$ cat config.mk
export PLATFORM = sky130hd
export DESIGN_NAME = mail_header_to_rewriter
export DESIGN_NICKNAME = d
export VERILOG_FILES = /design/src/hw/rtl/mhtr_pkg.sv /design/src/hw/rtl/mhtr_decide.sv /design/src/hw/rtl/mail_header_to_rewriter.sv
export VERILOG_INCLUDE_DIRS = /design/src /design/src/hw/rtl
export SDC_FILE = /design/constraint.sdc
export NUM_CORES = 1
export LEC_CHECK = 0
export BUFFER_PORTS_ARGS = -buffer_cell sky130_fd_sc_hd__buf_2
export CAP_MARGIN = 10
export CORE_MARGIN = 5
export CORE_UTILIZATION = 54
export CTS_BUF_LIST = sky130_fd_sc_hd__clkbuf_16
export DETAILED_ROUTE_END_ITERATION = 8
export PLACE_DENSITY = 0.83
export SETUP_SLACK_MARGIN = 0.5
export SLEW_MARGIN = 20
export SYNTH_ARGS = -nofsm -noshare
export SYNTH_HDL_FRONTEND = slang
export SYNTH_SLANG_ARGS = --single-unit
$ cat constraint.sdc
create_clock -name clk -period 3.1 [get_ports clk]
set_input_delay 0.155 -clock clk [delete_from_list [all_inputs] [get_ports clk]]
set_output_delay 0.155 -clock clk [all_outputs]
set_load 0.1 [all_outputs]
$ cat src/hw/rtl/mail_header_to_rewriter_defines.svh
// Assertion helpers for the top-level RTL file.
// Each macro expects clk and rst_n in scope.
`ifndef MAIL_HEADER_TO_REWRITER_DEFINES_SVH
`define MAIL_HEADER_TO_REWRITER_DEFINES_SVH

// Same-cycle implication.
`define MHTR_ASSERT_NOW(lbl, ante, cons, msg) \
  lbl: assert property (@(posedge clk) disable iff (!rst_n) (ante) |-> (cons)) \
    else $error(msg);

// Next-cycle implication.
`define MHTR_ASSERT_NEXT(lbl, ante, cons, msg) \
  lbl: assert property (@(posedge clk) disable iff (!rst_n) (ante) |=> (cons)) \
    else $error(msg);

`endif

$ cat src/hw/rtl/mhtr_pkg.sv
`default_nettype none

package mhtr_pkg;

  localparam int unsigned MaxRes = 3;

  localparam logic [7:0] ChColon = 8'h3A;
  localparam logic [7:0] ChSpace = 8'h20;
  localparam logic [7:0] ChTab   = 8'h09;
  localparam logic [7:0] ChUpT   = 8'h54;
  localparam logic [7:0] ChLowT  = 8'h74;
  localparam logic [7:0] ChLowO  = 8'h6F;
  localparam logic [7:0] ChUpO   = 8'h4F;
  localparam logic [7:0] ChNl    = 8'h0A;
  localparam logic [7:0] ChNul   = 8'h00;

  typedef enum logic [1:0] {
    KIND_BYTE   = 2'd0,
    KIND_MARK   = 2'd1,
    KIND_OK     = 2'd2,
    KIND_NOBODY = 2'd3
  } kind_t;

  typedef enum logic [1:0] {
    MODE_UNDECIDED = 2'd0,
    MODE_PASS      = 2'd1,
    MODE_DROP      = 2'd2,
    MODE_REPLACE   = 2'd3
  } mode_t;

  typedef struct packed {
    logic            in_body;
    logic            seen_to;
    logic            after_to;
    mode_t           mode;
    logic [1:0]      held_cnt;
    logic [1:0][7:0] held;
  } st_t;

  typedef struct packed {
    kind_t      kind;
    logic [7:0] data;
  } res_t;

  typedef struct packed {
    res_t [MaxRes-1:0] res;
    logic [1:0]        cnt;
  } bundle_t;

endpackage

`default_nettype wire

$ cat src/hw/rtl/mhtr_decide.sv
`default_nettype none

// Per-word decision: next state and the list of results for one input word.
module mhtr_decide (
  input  var mhtr_pkg::st_t     st,
  input  var logic [7:0]        in_byte,
  input  var logic              in_end_of_message,
  output var mhtr_pkg::st_t     st_nxt,
  output var mhtr_pkg::bundle_t bnd
);

  function automatic mhtr_pkg::res_t mk_byte(logic [7:0] b);
    mhtr_pkg::res_t r;
    r.kind = mhtr_pkg::KIND_BYTE;
    r.data = b;
    return r;
  endfunction

  function automatic mhtr_pkg::res_t mk_kind(mhtr_pkg::kind_t k);
    mhtr_pkg::res_t r;
    r.kind = k;
    r.data = 8'h00;
    return r;
  endfunction

  // Flush held line-start bytes, then append one result.
  function automatic mhtr_pkg::bundle_t held_then(mhtr_pkg::st_t s, mhtr_pkg::res_t tail);
    mhtr_pkg::bundle_t b;
    b = '0;
    case (s.held_cnt)
      2'd1: begin
        b.res[0] = mk_byte(s.held[0]);
        b.res[1] = tail;
        b.cnt    = 2'd2;
      end
      2'd2: begin
        b.res[0] = mk_byte(s.held[0]);
        b.res[1] = mk_byte(s.held[1]);
        b.res[2] = tail;
        b.cnt    = 2'd3;
      end
      default: begin
        b.res[0] = tail;
        b.cnt    = 2'd1;
      end
    endcase
    return b;
  endfunction

  logic is_blank;
  logic is_t;
  logic is_o;

  assign is_blank = (in_byte == mhtr_pkg::ChSpace) || (in_byte == mhtr_pkg::ChTab);
  assign is_t     = (in_byte == mhtr_pkg::ChUpT) || (in_byte == mhtr_pkg::ChLowT);
  assign is_o     = (in_byte == mhtr_pkg::ChLowO) || (in_byte == mhtr_pkg::ChUpO);

  always_comb begin
    st_nxt = st;
    bnd    = '0;
    if (in_end_of_message) begin
      bnd.res[0] = mk_kind(st.in_body ? mhtr_pkg::KIND_OK : mhtr_pkg::KIND_NOBODY);
      bnd.cnt    = 2'd1;
      st_nxt     = '0;
    end else if (st.in_body) begin
      bnd.res[0] = mk_byte(in_byte);
      bnd.cnt    = 2'd1;
    end else if (in_byte == mhtr_pkg::ChNul) begin
      // drop NUL in the header
    end else if (in_byte == mhtr_pkg::ChNl) begin
      st_nxt.mode     = mhtr_pkg::MODE_UNDECIDED;
      st_nxt.held_cnt = 2'd0;
      unique case (st.mode)
        mhtr_pkg::MODE_UNDECIDED, mhtr_pkg::MODE_PASS: begin
          if (st.mode == mhtr_pkg::MODE_UNDECIDED && st.held_cnt == 2'd0) begin
            // blank line: header ends
            if (!st.seen_to) begin
              bnd.res[0] = mk_kind(mhtr_pkg::KIND_MARK);
              bnd.res[1] = mk_byte(mhtr_pkg::ChNl);
              bnd.cnt    = 2'd2;
            end else begin
              bnd.res[0] = mk_byte(mhtr_pkg::ChNl);
              bnd.cnt    = 2'd1;
            end
            st_nxt.in_body = 1'b1;
          end else begin
            bnd             = held_then(st, mk_byte(mhtr_pkg::ChNl));
            st_nxt.after_to = 1'b0;
          end
        end
        mhtr_pkg::MODE_REPLACE: begin
          bnd.res[0]      = mk_kind(mhtr_pkg::KIND_MARK);
          bnd.cnt         = 2'd1;
          st_nxt.seen_to  = 1'b1;
          st_nxt.after_to = 1'b1;
        end
        default: begin
          st_nxt.after_to = 1'b1;
        end
      endcase
    end else if (st.mode == mhtr_pkg::MODE_PASS) begin
      bnd.res[0] = mk_byte(in_byte);
      bnd.cnt    = 2'd1;
    end else if (st.mode == mhtr_pkg::MODE_UNDECIDED) begin
      case (st.held_cnt)
        2'd0: begin
          if (st.after_to && is_blank) begin
            st_nxt.mode = mhtr_pkg::MODE_DROP;
          end else if (is_t) begin
            st_nxt.held[0]  = in_byte;
            st_nxt.held_cnt = 2'd1;
          end else begin
            st_nxt.mode = mhtr_pkg::MODE_PASS;
            bnd.res[0]  = mk_byte(in_byte);
            bnd.cnt     = 2'd1;
          end
        end
        2'd1: begin
          if (is_o) begin
            st_nxt.held[1]  = in_byte;
            st_nxt.held_cnt = 2'd2;
          end else begin
            st_nxt.mode     = mhtr_pkg::MODE_PASS;
            st_nxt.held_cnt = 2'd0;
            bnd             = held_then(st, mk_byte(in_byte));
          end
        end
        default: begin
          st_nxt.held_cnt = 2'd0;
          if (in_byte == mhtr_pkg::ChColon) begin
            st_nxt.mode = st.seen_to ? mhtr_pkg::MODE_DROP : mhtr_pkg::MODE_REPLACE;
          end else begin
            st_nxt.mode = mhtr_pkg::MODE_PASS;
            bnd         = held_then(st, mk_byte(in_byte));
          end
        end
      endcase
    end
  end

endmodule

`default_nettype wire

$ cat src/hw/rtl/mail_header_to_rewriter.sv
// Channel   Direction  Handshake           Word payload
// in_       in         in_valid/in_stall   in_byte, in_end_of_message
// out_      out        out_valid/out_stall out_kind, out_byte, out_last
//
// One input word is taken per cycle while out_stall is low and each word makes
// one result or none; a word that makes two or three results holds the input
// until the last of them leaves the single result bundle register, which the
// output drains one word a cycle.
// Reset (rst_n low, synchronous) clears the header state and empties the
// result bundle. out_stall stops the drain; a new word is taken in the same
// cycle the last result of the bundle leaves.
`default_nettype none

module mail_header_to_rewriter (
  input  var logic       clk,
  input  var logic       rst_n,
  input  var logic       in_valid,
  output var logic       in_stall,
  input  var logic [7:0] in_byte,
  input  var logic       in_end_of_message,
  output var logic       out_valid,
  input  var logic       out_stall,
  output var logic [1:0] out_kind,
  output var logic [7:0] out_byte,
  output var logic       out_last
);

  `include "mail_header_to_rewriter_defines.svh"

  // Header parse state.
  mhtr_pkg::st_t     st_r;
  mhtr_pkg::st_t     st_nxt;

  // Result bundle of the word in flight, drained one entry per cycle while out_stall is low.
  mhtr_pkg::bundle_t bnd_nxt;
  mhtr_pkg::res_t [mhtr_pkg::MaxRes-1:0] res_r;
  logic [1:0]        cnt_r;
  logic [1:0]        idx_r;
  logic              busy_r;

  logic              is_last;
  logic              drain;
  logic              finish;
  logic              in_acc;

  mhtr_decide u_decide (
    .st                (st_r),
    .in_byte           (in_byte),
    .in_end_of_message (in_end_of_message),
    .st_nxt            (st_nxt),
    .bnd               (bnd_nxt)
  );

  // Present the current bundle entry.
  assign is_last   = (idx_r == (cnt_r - 2'd1));
  assign out_valid = busy_r;
  assign out_kind  = res_r[idx_r].kind;
  assign out_byte  = res_r[idx_r].data;
  assign out_last  = is_last;

  // Take a new word once the bundle is empty or its final entry leaves now.
  assign drain    = busy_r && !out_stall;
  assign finish   = drain && is_last;
  assign in_stall = busy_r && !finish;
  assign in_acc   = in_valid && !in_stall;

  always_ff @(posedge clk) begin
    if (!rst_n) begin
      st_r   <= '0;
      busy_r <= 1'b0;
      cnt_r  <= 2'd0;
      idx_r  <= 2'd0;
    end else begin
      if (in_acc) begin
        // advance the header state on every accepted word
        st_r <= st_nxt;
      end
      if (in_acc && (bnd_nxt.cnt != 2'd0)) begin
        // load a fresh bundle
        busy_r <= 1'b1;
        cnt_r  <= bnd_nxt.cnt;
        idx_r  <= 2'd0;
      end else if (finish) begin
        busy_r <= 1'b0;
        idx_r  <= 2'd0;
      end else if (drain) begin
        idx_r <= idx_r + 2'd1;
      end
    end
  end

  // Bundle payload: no reset needed.
  always_ff @(posedge clk) begin
    if (in_acc && (bnd_nxt.cnt != 2'd0)) begin
      res_r <= bnd_nxt.res;
    end
  end

  `MHTR_ASSERT_NOW(a_idx_in_range, busy_r, (cnt_r != 2'd0) && (idx_r < cnt_r), "result index past bundle count")
  `MHTR_ASSERT_NOW(a_body_clean, st_r.in_body, (st_r.mode == mhtr_pkg::MODE_UNDECIDED) && (st_r.held_cnt == 2'd0), "held state left over in body")
  `MHTR_ASSERT_NOW(a_nonbyte_zero, out_valid && (out_kind != mhtr_pkg::KIND_BYTE), out_byte == 8'h00, "byte field not zero on marker or end word")
  `MHTR_ASSERT_NEXT(a_eom_resets, in_acc && in_end_of_message, !st_r.in_body && !st_r.seen_to && (st_r.held_cnt == 2'd0), "state not cleared after end word")

endmodule

`default_nettype wire

==> run summary <==
The tools report the number of buffers inserted during clock tree synthesis as 5. Counting stages on the worst path, the most repeated cell is sky130_fd_sc_hd__a21oi_4. The run gives 0 as the initial antenna violation count.

The dominant synthesized flop cell was sky130_fd_sc_hd__dfxtp_1. 0 antenna diodes ended up in the layout. At the pin with the least slew margin, the transition time is 833.2 ps.

The logs give 0 for the number of max-capacitance violations reported and 7922 sq um for the die area. After clock tree synthesis, the clock-pin slew on the worst setup and hold paths is 70 ps. The count of routing violations after the opening detailed-route iteration is 493.

The flow ran to the end, and the final reports show no timing, DRC or antenna violations. The filler cell count in the final layout was 532; the cts-stage hold buffer count was 0. Of all cell types, the one taking the most synthesized area is sky130_fd_sc_hd__edfxtp_1. In this run the deepest clock path goes through 2 buffers.

Top-area cell type share of the netlist area: 23.16%. Power spread over the standard cell area amounts to 499.4 nW/um^2. Uppermost signal routing layer after detailed routing: met4. Remaining routing DRC violations: 0. The number of hold violations in the final report is 0, and the critical path arrival is 2410 ps. After legalization and detailed placement, the total HPWL measured 7.084 mm. The H-tree was split into 2 levels. The via total after detailed routing was 3102; the remaining number of nets flagged by the antenna check after routing was 0.

The row count was 28; the area growth from synthesis to final layout was 12.99%. Of the available clock period, the critical path in the final layout requires 78.06%. Total power for the finished layout comes to 1.902 mW.

The overall track demand over capacity in global routing came out at 25.05%. The shortest period the worst path allows works out to 2420 ps. The number of global-route vias before repair is 2861, and the number of cells traversed by the worst hold path is 3. The share of final-layout standard cells stronger than drive strength 1 was 17.25%; the portion of the post-synthesis area used by sequential elements was 39.79%.

The cell sitting at the root of the clock tree is a sky130_fd_sc_hd__clkbuf_16. For the length of routed wiring on met1, the log shows 3.954 mm. A synthesized cell averages 8.870 sq um. The first-pass detailed-route iteration total is 7.

The worst-path maximum fanout was 28. CTS saw 54 sinks. For the final global-route overflow total, the log shows 0. The remaining max-slew budget at the tightest pin is 44.46%, and the die span in y is 89.01 microns. The tools report the global placer's final weighted congestion as 1.026. The cell area that synthesis handed to floorplanning was 3371 sq um. On the final layout, the worst clock skew is 8.024 ps. The run gives 1.438 nW as the leakage power total.

Detailed routing placed a total of 898 microns of wire on met3. The final number of setup-violating endpoints is 0, and the async set-or-reset flop fraction in the synthesized netlist is 0%. Final wirelength: 9.422 mm. The worst stage delay on the critical path is 450 ps, and the maximum clock rate is 413.2 MHz. The critical path is of the flip-flop to flip-flop type.

TritonCTS built the clock tree. The core region is 5991 sq um. The number of setup buffers added after CTS is 0. STA classifies the critical path startpoint as a flip-flop.

26 I/O pins were placed. Number of enable-type register cells in the synthesized netlist: 26. The signal on the critical path passes through inv_2, ha_4, or3b_4, a21oi_4, o221ai_2, and2_4, a21oi_4, buf_12. The effective utilization at floorplan is 56.27%. The tools report the final sum of negative setup slack as 0 ps. The number of instances in the synthesized netlist was 380. Synthesis inferred 54 register bits. The worst setup path is captured at a flip-flop. By area the synthesized netlist is led by sky130_fd_sc_hd__edfxtp_1 (23%), sky130_fd_sc_hd__dfxtp_1 (17%), sky130_fd_sc_hd__o21ai_0 (5.2%), sky130_fd_sc_hd__nand2_1 (4.3%), sky130_fd_sc_hd__mux2i_1 (3.9%). For the global-route wire length before repair, the log shows 15.21 mm.

Setup repair after global routing left no endpoint under its margin. The worst-case IR drop observed on VDD is 0.2700 mV. The number of nets handed over by synthesis was 398.

Path type of the worst min-delay path: input port to flip-flop. Wire segments on met2 add up to 4.235 mm in the final route. During synthesis, Yosys emitted a total of 0 warnings.

The final net count came out at 417. Entering global routing, the biggest net connects 29 pins. The max-slew violation count was 0; the path depth of the worst reg2reg path was 8. After synthesis, the netlist uses 66 different library cells. The die outline width works out to 89.01 microns. Detail-routed via count per cell: 6.531. The average wire length per cell after detail routing is 19.84 microns. At the later pin of the worst-skew pair, clock insertion delay measures 290 ps.

The data required time of the critical path was 3090 ps; the count of buffers inserted at the top-level ports was 25. The worst-path cell with the longest stage delay was sky130_fd_sc_hd__or3b_4.
[metal layers]
metal	GRT usage (%)	up-vias
li1	-	1443
met1	33.74	1444
met2	39.20	178
met3	5.714	37
met4	9.878	0
met5	0	-
[report_power, final]
part	switching [mW]	total (mW)	internal (mW)
combinational	0.333	0.453	0.119
clock	0.246	0.624	0.378
sequential	0.0276	0.825	0.798
[stage by stage]
stage                     setup slack, ps  area [sq um]  util, %  hold slack [ps]  cells
final                               680.1          3809    63.58            239.4    475
after global routing                510.0          3809    63.58            253.6    475
after CTS                           585.1          3801    63.45            244.5    475
after detailed placement            504.3          3632    60.63            441.9    467
after global placement              521.6          3632    60.63            435.3    467
after floorplan                     105.2          3448        -            253.9    380
[placed cells by master (no fill, tap or decap), types with 7 or more instances in the layout]
cell / netlist / layout
sky130_fd_sc_hd__nor2_1: 29 / 27
sky130_fd_sc_hd__inv_1: 13 / 12
sky130_fd_sc_hd__a22oi_1: 8 / 8
sky130_fd_sc_hd__o21ai_0: 35 / 27
sky130_fd_sc_hd__a21oi_1: 17 / 16
sky130_fd_sc_hd__o21ai_1: 0 / 8
sky130_fd_sc_hd__and2_1: 8 / 7
sky130_fd_sc_hd__nor2b_1: 11 / 11
sky130_fd_sc_hd__buf_4: 1 / 12
sky130_fd_sc_hd__mux2i_1: 13 / 13
sky130_fd_sc_hd__buf_2: 6 / 25
sky130_fd_sc_hd__edfxtp_1: 26 / 26
sky130_fd_sc_hd__dfxtp_1: 28 / 27
sky130_fd_sc_hd__nand2_1: 39 / 39
sky130_fd_sc_hd__nand3_1: 10 / 10
sky130_fd_sc_hd__o21a_1: 12 / 12
[synth_stat cells (all sizes together), types with 8 or more instances]
master and instances:
nand2 39, a21oi 18, a22oi 8, and2 9, inv 13, mux2i 13
buf 11, clkbuf 15, nor2b 11, nand3 10, dfxtp 28, o21ai 36
o21a 12, edfxtp 26, nor2 29
[worst max-delay path: cells and delay by family, from the launching register on]
family,cells,cell delay [ps]
adder cells (fa/ha/maj),1,250
AND/OR/NAND/NOR,2,680
flip-flops,1,330
AO/OA/AOI/OAI,3,530
buffers and inverters,2,310
[registers in the layout, summed over array words and instances, names as in the netlist]
signal     count
cnt_r          2
idx_r          2
out_valid      1
res_r         26
st_r          23
[what timing repair did]
item,CTS,global route
gates resized for setup,1,3
cloned,0,0
setup endpoints to repair,26,32
pin swaps,0,0
[layout make-up]
type                    instances  area (sq um)  share of cell area [%]
repair buffers                 38         235.2                   6.176
clock buffers                   5         125.1                   3.285
flip-flops and latches         54          1343                   35.25
multi-input cells             287          1922                   50.46
well taps                      75         93.84                   2.464
inverters                      13         48.80                   1.281
clock inverters                 3         41.29                   1.084
[logic make-up after synthesis]
kind of cell             count (synthesis)  synth area share (%)
adder cells (fa/ha/maj)                  5                 1.856
XOR/XNOR                                 2                0.5198
AND/OR/NAND/NOR                        146                 23.83
flip-flops                              54                 39.79
buffers and inverters                   39                 5.123
AO/OA/AOI/OAI                          119                 24.35
multiplexers                            15                 4.528
[path summary, 6_finish.rpt]
kind,start,endpoint,slack (ps)
setup / recovery,st_r[16]$_SDFFE_PN0P_,res_r[2]$_SDFFCE_PP0P_,680
hold / removal,in_valid,out_valid$_SDFFE_PN0P_,240
hold reg to reg,st_r[15]$_SDFFE_PN0P_,st_r[15]$_SDFFE_PN0P_,450
setup reg to reg,st_r[16]$_SDFFE_PN0P_,res_r[2]$_SDFFCE_PP0P_,680
No activity file was read; power rests on OpenSTA's default activity.
